## src/lcrf_pkg.sv

```systemverilog
// Shared types, constants and helpers for the lidar cliff run filter.
// No dependencies; imported by lcrf_cfg, lcrf_ctrl, lcrf_dp and the top level.
package lcrf_pkg;

    localparam int SCAN_LEN  = 1024;
    localparam int MAX_RUN   = 32;
    localparam int TBL_DEPTH = 1024;
    localparam int EFF_LEN   = (SCAN_LEN > TBL_DEPTH) ? TBL_DEPTH : SCAN_LEN;
    localparam int POS_W     = $clog2(TBL_DEPTH);
    localparam int RUN_W     = $clog2(MAX_RUN + 1);
    localparam int RANGE_W   = 16;
    localparam int BLK_W     = 11;

    localparam logic [RANGE_W-1:0] NO_RETURN = '1;
    localparam logic [BLK_W-1:0]   BLK_MAX   = '1;

    typedef enum logic [1:0] {
        ACT_LOAD   = 2'd0,
        ACT_SAMPLE = 2'd1,
        ACT_TICK   = 2'd2
    } action_t;

    typedef enum logic [2:0] {
        CFG_MARGIN    = 3'd0,
        CFG_MIN_RUN   = 3'd1,
        CFG_FS_EN     = 3'd2,
        CFG_FS_DIST   = 3'd3,
        CFG_FS_LIMIT  = 3'd4,
        CFG_FS_TMO    = 3'd5
    } cfg_index_t;

    typedef enum logic [2:0] {
        ST_IDLE,
        ST_EVAL,
        ST_BURST_RD,
        ST_BURST_EMIT,
        ST_CUR_EMIT
    } ctrl_state_t;

    typedef struct packed {
        logic [8:0]  cliff_margin_mm;
        logic [5:0]  min_run_len;
        logic        failsafe_enable;
        logic [13:0] failsafe_dist_mm;
        logic [10:0] failsafe_count_limit;
        logic [15:0] failsafe_timeout_ticks;
    } cfg_t;

    // controller -> datapath
    typedef struct packed {
        logic take_load;
        logic take_tick;
        logic take_sample;
        logic eval;
        logic emit_now;
        logic burst_rd;
        logic burst_emit;
        logic cur_emit;
    } cmd_t;

    // datapath -> controller
    typedef struct packed {
        action_t action;
        logic    plan_burst;
        logic    plan_cur;
        logic    out_free;
        logic    burst_last;
        logic    with_cur;
    } status_t;

    // result payload, packed in tdata order (lowest field last)
    typedef struct packed {
        logic               failsafe_active;
        logic               stop_request;
        logic               scan_done;
        logic [RANGE_W-1:0] range_out_mm;
        logic [POS_W-1:0]   sample_index;
    } res_t;

    function automatic logic [POS_W-1:0] next_pos(input logic [POS_W-1:0] p);
        if (32'(p) >= EFF_LEN - 1)
            return '0;
        else
            return p + 1'b1;
    endfunction

endpackage

```

## src/lcrf_ctrl.sv

```systemverilog
// Sequencing state machine for the lidar cliff run filter.
// Depends on lcrf_pkg; drives commands into lcrf_dp.
module lcrf_ctrl
    import lcrf_pkg::*;
(
    input  logic    clk,
    input  logic    rst_n,
    input  logic    s_tvalid,
    output logic    s_tready,
    input  status_t status,
    output cmd_t    cmd
);

    ctrl_state_t state_reg;
    ctrl_state_t state_next;

    always_ff @(posedge clk or negedge rst_n)
    begin
        if (!rst_n)
            state_reg <= ST_IDLE;
        else
            state_reg <= state_next;
    end

    always_comb
    begin
        state_next = state_reg;
        cmd        = '0;
        s_tready   = 1'b0;
        unique case (state_reg)
            ST_IDLE:
            begin
                s_tready = 1'b1;
                if (s_tvalid)
                begin
                    unique case (status.action)
                        ACT_LOAD:   cmd.take_load = 1'b1;
                        ACT_TICK:   cmd.take_tick = 1'b1;
                        ACT_SAMPLE:
                        begin
                            cmd.take_sample = 1'b1;
                            state_next      = ST_EVAL;
                        end
                        default:    ;
                    endcase
                end
            end
            ST_EVAL:
            begin
                cmd.eval = 1'b1;
                priority if (status.plan_burst)
                    state_next = ST_BURST_RD;
                else if (status.plan_cur && status.out_free)
                begin
                    cmd.emit_now = 1'b1;
                    state_next   = ST_IDLE;
                end
                else if (status.plan_cur)
                    state_next = ST_CUR_EMIT;
                else
                    state_next = ST_IDLE;
            end
            ST_BURST_RD:
            begin
                cmd.burst_rd = 1'b1;
                state_next   = ST_BURST_EMIT;
            end
            ST_BURST_EMIT:
            begin
                if (status.out_free)
                begin
                    cmd.burst_emit = 1'b1;
                    priority if (!status.burst_last)
                        state_next = ST_BURST_RD;
                    else if (status.with_cur)
                        state_next = ST_CUR_EMIT;
                    else
                        state_next = ST_IDLE;
                end
            end
            ST_CUR_EMIT:
            begin
                if (status.out_free)
                begin
                    cmd.cur_emit = 1'b1;
                    state_next   = ST_IDLE;
                end
            end
            default:
                state_next = ST_IDLE;
        endcase
    end

endmodule

```

## config.mk

```make
export PLATFORM = sky130hd
export DESIGN_NAME = lcrf_ctrl
export DESIGN_NICKNAME = d
export VERILOG_FILES = /design/src/lcrf_pkg.sv /design/src/lcrf_ctrl.sv
export SDC_FILE = /design/constraint.sdc
export NUM_CORES = 1
export LEC_CHECK = 0
export BUFFER_PORTS_ARGS = -buffer_cell sky130_fd_sc_hd__buf_4
export CORE_AREA = 2 2 39 41
export CTS_CLUSTER_DIAMETER = 50
export DETAILED_ROUTE_END_ITERATION = 6
export DIE_AREA = 0 0 41 43
export PLACE_DENSITY_LB_ADDON = 0.12
export SETUP_SLACK_MARGIN = 0.2
export SLEW_MARGIN = 5
export SYNTH_ARGS = -nofsm -noshare
export SYNTH_HDL_FRONTEND = slang
export SYNTH_SLANG_ARGS = --single-unit
```

## constraint.sdc

```tcl
create_clock -name clk -period 2.56 [get_ports clk]
set_input_delay 0.512 -clock clk [delete_from_list [all_inputs] [get_ports clk]]
set_output_delay 0.512 -clock clk [all_outputs]
set_load 0.01 [all_outputs]
```

=== Yosys cells after proc, flatten, opt, wreduce, memory -nomap -nowiden ===
Cells that the tools add are included.

* Input bits: 10
* Word-level logic and storage cells: 38
* Register bits after elaboration: 3
* Output and inout bits: 9

* Reductions and logical operators: 4
* Muxes and demuxes: 23
* Equal/unequal tests: 10

{| class="wikitable"
|+ Operators with widths
! operator !! number
|-
| $mux W3 || 11
|-
| $pmux W3 S5 || 1
|-
| $mux W1 || 10
|-
| $eq A3 B2 Y1 const B || 2
|-
| $ne A2 B2 Y1 const B || 3
|-
| $reduce_and A4 Y1 || 1
|-
| $eq A3 B1 Y1 const B || 1
|-
| $eq A3 B3 Y1 const B || 1
|-
| $logic_not A3 Y1 || 1
|-
| $eq A2 B1 Y1 const B || 1
|-
| $eq A2 B2 Y1 const B || 1
|-
| $logic_not A2 Y1 || 1
|-
| $mux W2 || 1
|-
| $ne A2 B1 Y1 const B || 1
|-
| $logic_and A1 B1 Y1 || 1
|}

=== Longest topological paths before layout ===
* Depth in word-level cells: 4
* Mapped depth: 4
* Gate-level depth less buffers: 3

=== Worst setup path after synthesis ===
Ideal clock, no wire load.

* Path kind: reg2out
* Start: register state_reg[1]
* End: output cmd[5] in the netlist's numbering
* Cell stages (with the launch flop): 4
* Arrival time: 1,096 ps
* Slack: 952 ps
* Required time: 2,048 ps
* Path buffers: 1
* Path through: dfrtp_1 buf_6 nor3_1 nor2b_1

{| class="wikitable"
|+ RTL lines
! what !! RTL line !! text
|-
| start, declared || lcrf_ctrl.sv:14 || <nowiki>ctrl_state_t state_reg;</nowiki>
|-
| start signal, assigned || lcrf_ctrl.sv:22 || <nowiki>state_reg <= state_next;</nowiki>
|-
| end, declared || lcrf_ctrl.sv:11 || <nowiki>output cmd_t cmd</nowiki>
|}

==> results.json <==
{
  "total_leakage_power_nw": 0.2180,
  "dr_wl_cell_microns": 11.94,
  "grt_start_max_net_pins": 11,
  "tns_ps": 0,
  "yosys-top-cells-area": "dfrtp_1 28%, and3b_1 6.4%, buf_4 5.5%, nand2_1 5.5%, nor2_1 5.5%",
  "critical_path_arrival_ps": 1420,
  "cellPowerDensity_mw_per_mm2": 917.7,
  "post_synth_num_cell_types": 20,
  "post-route-cell-area_sq_um": 427.9,
  "cap_viol_max_count": 0,
  "chipWidth_microns": 41,
  "post_cts.resized_instances": 0,
  "largest_register_ff_count": 3,
  "gr-usage-all-layers_pct": 10.70,
  "worst_clock_skew_ps": 0.6901,
  "numPortBuffers": 18,
  "synth_area_sq_um": 272.8,
  "path_buf_inv": 1,
  "core_area_sq_mm": 0.001384,
  "antenna-diode-count": 0,
  "clock_tree_from_tritoncts": "done",
  "synth_top_flop_cell": "dfrtp_1",
  "criticalPathCategory": "reg -> out",
  "finalWorstSetupSlack_ps": 630.0,
  "die_height_microns": 43,
  "total_drc_errors_in_the_routed_layout": 0,
  "first_pass_grt_wire_length_mm": 1.221,
  "final-instance-count-excl-fill": 68,
  "post_synthesis_cell_count": 33,
  "yosys_warnings": 0,
  "cts.path.max_buffers": 2,
  "placementRows": 14,
  "critical_path.slowest_cell": "dfrtp_1",
  "final_layout_size_suffix_gt1_share_pct": 42.31,
  "top_achievable_clock_speed_ghz": 0.5181,
  "io-pin-count": 19,
  "antenna_violations_before_repair": 0,
  "clkLatencyLatePin_ps": 230,
  "post_cts_hold_buffer_count": 0,
  "initial_utilization_pct": 19.71,
  "synthDominantAreaCellType": "dfrtp_1",
  "synth_seq_area_share_pct": 27.52,
  "place.gp.congestion": 0.7042,
  "cp-start-kind": "flop",
  "drtAntennaViolNets": 0,
  "layout.core_utilization_pct": 30.92,
  "finalMaxSlewViolations": 0,
  "setup_violations": 0,
  "vias": 313,
  "result_of_the_run": "finished, final reports clean",
  "clock_sink_count": 3,
  "headroom_to_the_max_slew_limit_pct": 78.86,
  "die_area_sq_mm": 0.001763,
  "synth_top_area_share_pct": 27.52,
  "vdd_drop_max_mv": 0.1774,
  "clk_pin_slew_worst_paths_ps": 40,
  "dr.pass1.iters": 2,
  "final_net_count": 63,
  "yosys_register_bits": 3,
  "via_per_inst": 4.603,
  "total_power_mw": 0.3927,
  "hold_slack_ps": 61.58,
  "final.min_clock_period_ps": 1930,
  "number_of_enable_flip_flop_cells_after_synthesis": 0,
  "dp.final_hpwl_microns": 602.1,
  "drt_iter0_drc": 5,
  "area.growth.synth_to_final_pct": 56.88,
  "synth_top_cells_by_count": "4 x nand2_1, 4 x nor2_1, 3 x dfrtp_1",
  "via_count_of_the_first_global_routing_pass": 293,
  "finalHoldViolCount": 0,
  "worst_path_largest_cell_delay_ps": 480,
  "grt_setup_unrepaired": "false",
  "timing.critical_path.cells": "nor4_1 -> and3_1 -> buf_4",
  "worstPathRequired_ps": 2050,
  "setup.worst_path.end_class": "output pin",
  "ctsRootBufferMaster": "clkbuf_4",
  "post-cts-setup-buffers": 0,
  "cp_top_family": "simple AND/OR/NAND/NOR gates",
  "cts_buffers": 3,
  "place_area_sq_um": 401.6,
  "synth_area_per_cell_sq_um": 8.266,
  "async_flop_share_pct": 100.0,
  "syn_nets": 43,
  "placedCellCount": 64,
  "holdCritPathClass": "in -> async",
  "routed_wirelength_microns": 812,
  "largest_driver_fanout_on_the_critical_path": 10,
  "max_slew.worst_pin.slew_ps": 314.1,
  "layout_worst_path_cycle_share_pct": 75.39,
  "place_ws_ps": 863.2,
  "cts_max_level": 1,
  "overflow": 0
}
[final timing paths]
kind | from | end | slack [ps] | depth (start not counted)
worst max-delay path | state_reg[1] | cmd[6] | 630 | 3
min in group clk | status[2] | state_reg[2] | 530 | 2
worst max register to register | state_reg[2] | state_reg[2] | 1350 | 3
worst min-delay path | rst_n | state_reg[1] | 60 | 1
worst min register to register | state_reg[2] | state_reg[0] | 660 | 1
max in group asynchronous | rst_n | state_reg[2] | 2410 | 1
[cells in the final DEF (no fill, tap or decap), drive strengths merged, types with 2 or more instances in the layout]
master  instances
buf            18
nor3            2
and3b           2
and3            2
nor3b           3
dfrtp           3
nor2            4
nand2           4
clkbuf          4
[where the power goes]
group	switching [mW]	leakage, nW	internal (mW)	total, mW
registers	0.0534	0.0366	0.0673	0.121
clock network	0.0238	0.0150	0.0584	0.0822
logic	0.0799	0.166	0.110	0.190
[layer usage]
metal	share of wire [%]	vias to the layer above	global-route usage, %
met5	0	-	0
met4	0	0	10.00
met3	3.6	0	3.141
met2	54	6	15.31
met1	42	148	11.75
li1	-	159	-
[area by class of cell]
class                   count  area (sq um)
fillers                   159         955.9
multi-input cells          27         171.4
repair buffers             18         135.1
flip-flops and latches      3         75.07
clock buffers               4         26.28
well taps                  16         20.02
[logic make-up (layout without fill, tap and decap cells)]
group	count (synthesis)	after routing	synth area share, %
and+or+nand+nor	22	22	49.08
AOI/OAI and AO/OA	5	5	13.76
DFF	3	3	27.52
buffers and inverters	3	22	9.631
Note: power is estimated with default switching activity, not from simulation.
