`config.mk`:
```
export PLATFORM = sky130hd
export DESIGN_NAME = lcrf_cfg
export DESIGN_NICKNAME = d
export VERILOG_FILES = /design/src/lcrf_pkg.sv /design/src/lcrf_cfg.sv
export SDC_FILE = /design/constraint.sdc
export NUM_CORES = 1
export LEC_CHECK = 0
export BUFFER_PORTS_ARGS = -buffer_cell sky130_fd_sc_hd__buf_2
export CORE_UTILIZATION = 36
export DETAILED_ROUTE_END_ITERATION = 10
export GPL_ROUTABILITY_DRIVEN = 0
export PLACE_DENSITY_LB_ADDON = 0.08
export SLEW_MARGIN = 20
export SYNTH_ARGS = -nofsm -noshare
export SYNTH_HDL_FRONTEND = slang
export SYNTH_SLANG_ARGS = --single-unit
export TNS_END_PERCENT = 30
```
`constraint.sdc`:
```
create_clock -name clk -period 1 [get_ports clk]
set_input_delay 0.2 -clock clk [delete_from_list [all_inputs] [get_ports clk]]
set_output_delay 0.2 -clock clk [all_outputs]
set_load 0.03 [all_outputs]
```
`src/lcrf_pkg.sv`:
```
// Shared types, constants and helpers for the lidar cliff run filter.
// No dependencies; imported by lcrf_cfg, lcrf_ctrl, lcrf_dp and the top level.
package lcrf_pkg;

    localparam int SCAN_LEN  = 1024;
    localparam int MAX_RUN   = 32;
    localparam int TBL_DEPTH = 1024;
    localparam int EFF_LEN   = (SCAN_LEN > TBL_DEPTH) ? TBL_DEPTH : SCAN_LEN;
    localparam int POS_W     = $clog2(TBL_DEPTH);
    localparam int RUN_W     = $clog2(MAX_RUN + 1);
    localparam int RANGE_W   = 16;
    localparam int BLK_W     = 11;

    localparam logic [RANGE_W-1:0] NO_RETURN = '1;
    localparam logic [BLK_W-1:0]   BLK_MAX   = '1;

    typedef enum logic [1:0] {
        ACT_LOAD   = 2'd0,
        ACT_SAMPLE = 2'd1,
        ACT_TICK   = 2'd2
    } action_t;

    typedef enum logic [2:0] {
        CFG_MARGIN    = 3'd0,
        CFG_MIN_RUN   = 3'd1,
        CFG_FS_EN     = 3'd2,
        CFG_FS_DIST   = 3'd3,
        CFG_FS_LIMIT  = 3'd4,
        CFG_FS_TMO    = 3'd5
    } cfg_index_t;

    typedef enum logic [2:0] {
        ST_IDLE,
        ST_EVAL,
        ST_BURST_RD,
        ST_BURST_EMIT,
        ST_CUR_EMIT
    } ctrl_state_t;

    typedef struct packed {
        logic [8:0]  cliff_margin_mm;
        logic [5:0]  min_run_len;
        logic        failsafe_enable;
        logic [13:0] failsafe_dist_mm;
        logic [10:0] failsafe_count_limit;
        logic [15:0] failsafe_timeout_ticks;
    } cfg_t;

    // controller -> datapath
    typedef struct packed {
        logic take_load;
        logic take_tick;
        logic take_sample;
        logic eval;
        logic emit_now;
        logic burst_rd;
        logic burst_emit;
        logic cur_emit;
    } cmd_t;

    // datapath -> controller
    typedef struct packed {
        action_t action;
        logic    plan_burst;
        logic    plan_cur;
        logic    out_free;
        logic    burst_last;
        logic    with_cur;
    } status_t;

    // result payload, packed in tdata order (lowest field last)
    typedef struct packed {
        logic               failsafe_active;
        logic               stop_request;
        logic               scan_done;
        logic [RANGE_W-1:0] range_out_mm;
        logic [POS_W-1:0]   sample_index;
    } res_t;

    function automatic logic [POS_W-1:0] next_pos(input logic [POS_W-1:0] p);
        if (32'(p) >= EFF_LEN - 1)
            return '0;
        else
            return p + 1'b1;
    endfunction

endpackage

```
`src/lcrf_cfg.sv`:
```
// Configuration register file for the lidar cliff run filter.
// Depends on lcrf_pkg.
module lcrf_cfg
    import lcrf_pkg::*;
(
    input  logic        clk,
    input  logic        rst_n,
    input  logic        cfg_valid,
    output logic        cfg_ready,
    input  logic [2:0]  cfg_index,
    input  logic [15:0] cfg_data,
    output cfg_t        cfg
);

    cfg_t cfg_reg;
    cfg_t cfg_next;

    assign cfg_ready = 1'b1;
    assign cfg = cfg_reg;

    always_comb
    begin
        cfg_next = cfg_reg;
        if (cfg_valid)
        begin
            unique case (cfg_index_t'(cfg_index))
                CFG_MARGIN:   cfg_next.cliff_margin_mm        = cfg_data[8:0];
                CFG_MIN_RUN:  cfg_next.min_run_len            = cfg_data[5:0];
                CFG_FS_EN:    cfg_next.failsafe_enable        = cfg_data[0];
                CFG_FS_DIST:  cfg_next.failsafe_dist_mm       = cfg_data[13:0];
                CFG_FS_LIMIT: cfg_next.failsafe_count_limit   = cfg_data[10:0];
                CFG_FS_TMO:   cfg_next.failsafe_timeout_ticks = cfg_data[15:0];
                default:      ;
            endcase
        end
    end

    always_ff @(posedge clk or negedge rst_n)
    begin
        if (!rst_n)
        begin
            cfg_reg.cliff_margin_mm        <= 9'd200;
            cfg_reg.min_run_len            <= 6'd5;
            cfg_reg.failsafe_enable        <= 1'b1;
            cfg_reg.failsafe_dist_mm       <= 14'd200;
            cfg_reg.failsafe_count_limit   <= 11'd410;
            cfg_reg.failsafe_timeout_ticks <= 16'd2000;
        end
        else
        begin
            cfg_reg <= cfg_next;
        end
    end

endmodule

```
# == Word-level counts from Yosys, hierarchy flattened ==
# Index checks and enable logic that the tools add are counted.
# op_classes
n_eq_ne,5
n_reduce_logical,7
# ops
operator,count
$reduce_and A2 Y1,6
$eq A3 B2 Y1 const B,2
$eq A3 B3 Y1 const B,2
$eq A3 B1 Y1 const B,1
$logic_not A3 Y1,1
# word_totals
ff_bits,57
out_inout_bits,58
elab_cells,18

# == Longest topological paths before layout ==
# Gate-level depths: netlist of run 1.
# logic_depth
ltp_word,2
ltp_mapped,3

# == Worst setup path before layout of run 1 ==
# OpenSTA, ideal clock, no wires.
# synth_timing
path_kind,input to register
from,in cfg_index[1]
to,"reg cfg_reg, in the netlist cfg[48]"
t_arrival_ns,1.063
slack_ns,-0.188
setup_time_ns,0.125
stages,2
required_ns,0.875
cell_sequence,nor4b_4 mux2_2
# synth_via
elab_chain_len,2
# synth_rtl
item,line_no,source
"start, declared",lcrf_cfg.sv:10,"input logic [2:0] cfg_index,"
$logic_not A3 Y1,lcrf_cfg.sv:26,unique case (cfg_index_t'(cfg_index))
$reduce_and A2 Y1 (no line),n/a,
"end signal, assigned",lcrf_cfg.sv:51,cfg_reg <= cfg_next;
"end, declared",lcrf_cfg.sv:15,cfg_t cfg_reg;
# No other way between the ends.
# A chain may end at the register's enable or synchronous reset.

# == Worst setup path after layout of run 1 ==
# layout_timing
from,"reg cfg_reg, in the netlist cfg[51]"
to,out cfg[51] in the netlist's numbering
# layout_rtl
item,line_no,source
"end, declared",lcrf_cfg.sv:12,output cfg_t cfg
# No word-level cell between the ends.

==> impl_metrics.ini, run 1 <==
[status]
status = finished, violations left
violations = setup timing

[clock_tree]
cts-buffers-inserted = 9
clk_pin_slew_worst_paths_ns = 0.06
htreeDepth = 3
clock_latency_ns = 0.33
cts_root_buf = clkbuf_8
cts_max_path_buffers = 2
cts_tree = built
cts_num_sinks = 57

[detailed_routing]
first_pass_iters = 4
dr_total_vias = 1423
drt_iter0_markers = 38
post-route-drc-count = 0
ant_nets = 0
vias_per_cell = 4.65
routed_wirelength_um = 5070
routedWlPerCell_um = 16.6

[critical_path]
cpPeakStageDelay_ns = 0.55
regToRegSetupSlack_ns = 0.16
path_buf_inv = 1
worstPathArrival_ns = 1.00
cp_max_fo = 2
worstPathRequired_ns = 0.80
path_cells = buf_6
crit_slowest_cell = dfstp_2
crit_family = flip-flops
cp-end-kind = primary output
setup.worst_path.class = flop to primary output
start_kind = flop

[final_layout]
final_area_mm2 = 0.00344
final_common_cell = buf_6
stdcell_count = 306
largest_reg_flops = 57
n_antenna_cell = 0
final_cell_mix = buf_6, mux2_2, dfrtp_1
layout.nets = 248
drive_gt1_share_pct = 81.4
syn_to_final_growth_pct = 55.5

[power_and_ir_drop]
power_density_mw_per_mm2 = 2480
p_leak_nw = 1.58
p_total_mw = 8.52
ir_drop_v = 0.00102

[floorplan]
rows = 28
io_pins = 80
fp.coreArea_mm2 = 0.00592
die_x_um = 80.3
start_util_pct = 37.3
fp.dieH_um = 80.3
die_area_mm2 = 0.00646

[logic_synthesis]
synth_cell_type_count = 11
ys_seq_area_share_pct = 65.7
ys_seq_elements = 57
synth_area_per_cell_um2 = 17.5
syn-num-nets = 148
syn_inst = 126
synth_area_mm2 = 0.00221
yosysWarnings = 0

[global_route]
antenna_found_initial = 0
grt_pass1_vias = 1553
grt_overflow = 0
grt_pass1_wl_um = 8170
track_usage_pct = 17.7
grt_max_degree = 58

[sta]
finalCriticalPeriod_ns = 1.20
skew_ns = 0
fmax_mhz = 830
hold_viol = 0
rsz0062_at_grt = yes
setup_viol = 57
setup_tns_ns = -6.01
setup_slack_ns = -0.204
report.final.slew_viol_count = 0
period_share_pct = 120

[placed_design]
pre_cts_slack_ns = -0.325
place.port_buffers = 78
place_inst = 288
place_hpwl_um = 3460
dpl-instance-area_mm2 = 0.00283

[flow_run]
cap_violations = 0

[hold_path]
hp-class = input port to flop
[worst paths after layout]
path / from / endpoint / cells past startpoint
max: cfg[51] / cfg[51] / 1
min: cfg_data[15] / cfg[15] / 2
max reg2reg: cfg[54] / cfg[54] / 2
min reg2reg: cfg[27] / cfg[27] / 1
max in group asynchronous: rst_n / cfg[44] / 3
min in group asynchronous: rst_n / cfg[12] / 3
[power breakdown]
part | total, mW | leakage [nW] | internal (mW) | switching [mW]
clock network | 2.21 | 0.107 | 1.35 | 0.857
registers | 3.33 | 0.654 | 2.95 | 0.382
logic | 2.97 | 0.824 | 1.45 | 1.52
[layout make-up]
type / count / area (um2)
clock buffer: 14 / 173
fill: 487 / 2480
sequential: 57 / 1450
clock inverter: 2 / 35.0
multi-input combinational: 64 / 767
timing repair buffer: 94 / 917
tap: 75 / 93.8
[stage by stage]
step	hold slack, ns	utilization (%)
global route	0.0771	58.1
finish	0.108	58.1
floorplan	-0.0956	-
global placement	0.215	47.8
CTS	0.0914	57.5
detailed placement	0.225	47.8
[cell families (layout without fill, tap and decap cells)]
kind of cell / Yosys count / after routing / share of synthesized area (%)
buf+inv: 5 / 110 / 1.47
flops: 57 / 57 / 65.7
simple gates: 6 / 6 / 3.62
other cells: 1 / 1 / 0.170
mux: 57 / 57 / 29.0
[metal layers]
layer | global-route usage [%] | vias to the layer above | wire length [um]
met5 | 0 | - | 0
met4 | 9.11 | 0 | 74
met3 | 5.80 | 7 | 256
met2 | 27.4 | 48 | 2550
met1 | 22.1 | 717 | 2190
li1 | - | 651 | -
[what timing repair did]
action,CTS,global route
hold endpoints to repair,37,0
gates resized for setup,115,5
hold buffers,1,0
setup buffers,0,1
endpoints found under the setup margin,60,62
pin swaps,0,0
[synth_stat cells]
cell | count | area share [%]
and4bb_2 | 1 | 0.57
dfstp_2 | 20 | 24
dfrtp_1 | 37 | 42
conb_1 | 1 | 0.17
nand4b_2 | 1 | 0.68
buf_2 | 2 | 0.45
nor4bb_1 | 2 | 0.91
mux2_2 | 57 | 29
nor4b_4 | 1 | 1.1
nand4b_1 | 1 | 0.40
buf_4 | 3 | 1.0
(Power assumes the default switching activity.)
==> run 2, diff against run 1 <==
--- a/config.mk
+++ b/config.mk
@@ -9,9 +9,9 @@
 export CORE_UTILIZATION = 36
 export DETAILED_ROUTE_END_ITERATION = 10
 export GPL_ROUTABILITY_DRIVEN = 0
+export MAX_ROUTING_LAYER = met4
 export PLACE_DENSITY_LB_ADDON = 0.08
 export SLEW_MARGIN = 20
 export SYNTH_ARGS = -nofsm -noshare
 export SYNTH_HDL_FRONTEND = slang
 export SYNTH_SLANG_ARGS = --single-unit
-export TNS_END_PERCENT = 30
==> run 2 against run 1 <==
The flow still finishes with violations (setup timing); cell count increased by 4.2%; sequential share of layout area decreased by 1.5 points; largest power group unchanged; clock power decreased by 5%; utilization increased by 2.1 points; final area increased by 3.7%; wire length decreased by 0.41%.
==> impl_metrics.ini, run 2 (same netlist as run 1, synthesis figures left out) <==
[status]
status = finished, violations left
violations = setup timing

[critical_path]
path_cells = buf_6
regToRegSetupSlack_ns = -0.01
worstPathRequired_ns = 0.80
cp-end-kind = primary output
cp_max_fo = 2
crit_slowest_cell = dfstp_2
cpPeakStageDelay_ns = 0.55
path_buf_inv = 1
crit_family = flip-flops
setup.worst_path.class = flop to primary output
start_kind = flop
worstPathArrival_ns = 1.01

[clock_tree]
clock_latency_ns = 0.32
cts-buffers-inserted = 9
htreeDepth = 3
clk_pin_slew_worst_paths_ns = 0.06
cts_tree = built
cts_num_sinks = 57
cts_max_path_buffers = 2
cts_root_buf = clkbuf_8

[global_route]
grt_pass1_wl_um = 7780
grt_max_degree = 58
track_usage_pct = 17.3
grt_overflow = 0
antenna_found_initial = 0
grt_pass1_vias = 1522

[detailed_routing]
vias_per_cell = 4.70
drt_iter0_markers = 33
dr_total_vias = 1499
routedWlPerCell_um = 15.8
routed_wirelength_um = 5050
post-route-drc-count = 0
first_pass_iters = 4
ant_nets = 0

[hold_path]
hp-class = input port to flop

[power_and_ir_drop]
power_density_mw_per_mm2 = 2420
p_total_mw = 8.63
pwr-share-seq_pct = 38.6
p_leak_nw = 1.66
ir_drop_v = 0.00130
switchingPower_mw = 2.83
combPwrFrac_pct = 37.1
intPower_mw = 5.81
clock_power_share_pct = 24.2
switching_share_pct = 32.7

[final_layout]
final_area_mm2 = 0.00356
syn_to_final_growth_pct = 61.3
drive_gt1_share_pct = 82.8
final_common_cell = buf_6
largest_reg_flops = 57
n_antenna_cell = 0
layout.nets = 261
final_cell_mix = buf_6, mux2_2, dfrtp_1

[placed_design]
place.port_buffers = 78
place_hpwl_um = 3530
dpl-instance-area_mm2 = 0.00288

[floorplan]
die_x_um = 80.3
fp.coreArea_mm2 = 0.00592
fp.dieH_um = 80.3
start_util_pct = 37.3
io_pins = 80
rows = 28
die_area_mm2 = 0.00646

[sta]
fmax_mhz = 829
hold_viol = 0
skew_ns = 0
period_share_pct = 121
finalCriticalPeriod_ns = 1.21
setup_viol = 58
rsz0062_at_grt = yes
setup_tns_ns = -6.02
report.final.slew_viol_count = 0
setup_slack_ns = -0.206
hold_slack_ns = 0.105

[flow_run]
cap_violations = 0
==> run 2: changes by cell type in the layout (fill, tap and decap cells not counted), moves of 2 or more <==
cell        change
mux2_2          -9
buf_4          +12
mux2_4          +9
clkbuf_8        -2
clkinvlp_4      +2
==> run 2: repair_timing <==
item | in CTS | in global routing
hold endpoints to repair | 37 | 0
pin swaps | 0 | 1
resized for setup | 114 | 1
hold buffers | 1 | 0
setup endpoints to repair | 57 | 61
setup buffers | 11 | 4
==> run 2: final timing paths <==
path	start	to	cells past startpoint
setup / recovery	cfg[33]	cfg[33]	1
hold / removal	cfg_data[15]	cfg[15]	2
setup reg to reg	cfg[21]	cfg[21]	3
hold reg to reg	cfg[49]	cfg[49]	1
max in group asynchronous	rst_n	cfg[54]	3
min in group asynchronous	rst_n	cfg[3]	3
==> run 2: layout make-up <==
cell class	instances	area, um2
Fill cell	486	2360
Sequential cell	57	1450
Timing Repair Buffer	107	1020
Multi-Input combinational cell	64	801
Clock buffer	11	141
Tap cell	75	93.8
Clock inverter	5	55.1
==> run 2: routing by layer <==
metal  up-vias  share of wire, %  GRT usage (%)
met5         -                 0              -
met4         0               1.3           9.64
met3         7               4.2           3.64
met2        52                54           27.5
met1       764                41           20.4
li1        676                 -              -
==> run 2: stage by stage <==
step	std cells	utilization (%)	worst slack, ns
after floorplan	126	-	-0.188
after global placement	287	48.7	-0.303
after detailed placement	287	48.7	-0.311
after CTS	315	59.6	-0.229
after global routing	319	60.2	-0.241
final	319	60.2	-0.206
==> run 2: power groups by stage <==
stage | Combinational (mW) | Sequential [mW] | Clock [mW]
floorplan | 0.585 | 4.28 | 0
global placement | 2.39 | 3.22 | 0
detailed placement | 2.42 | 3.25 | 0
CTS | 3.18 | 3.34 | 2.17
global route | 3.36 | 3.39 | 2.26
finish | 3.21 | 3.33 | 2.09
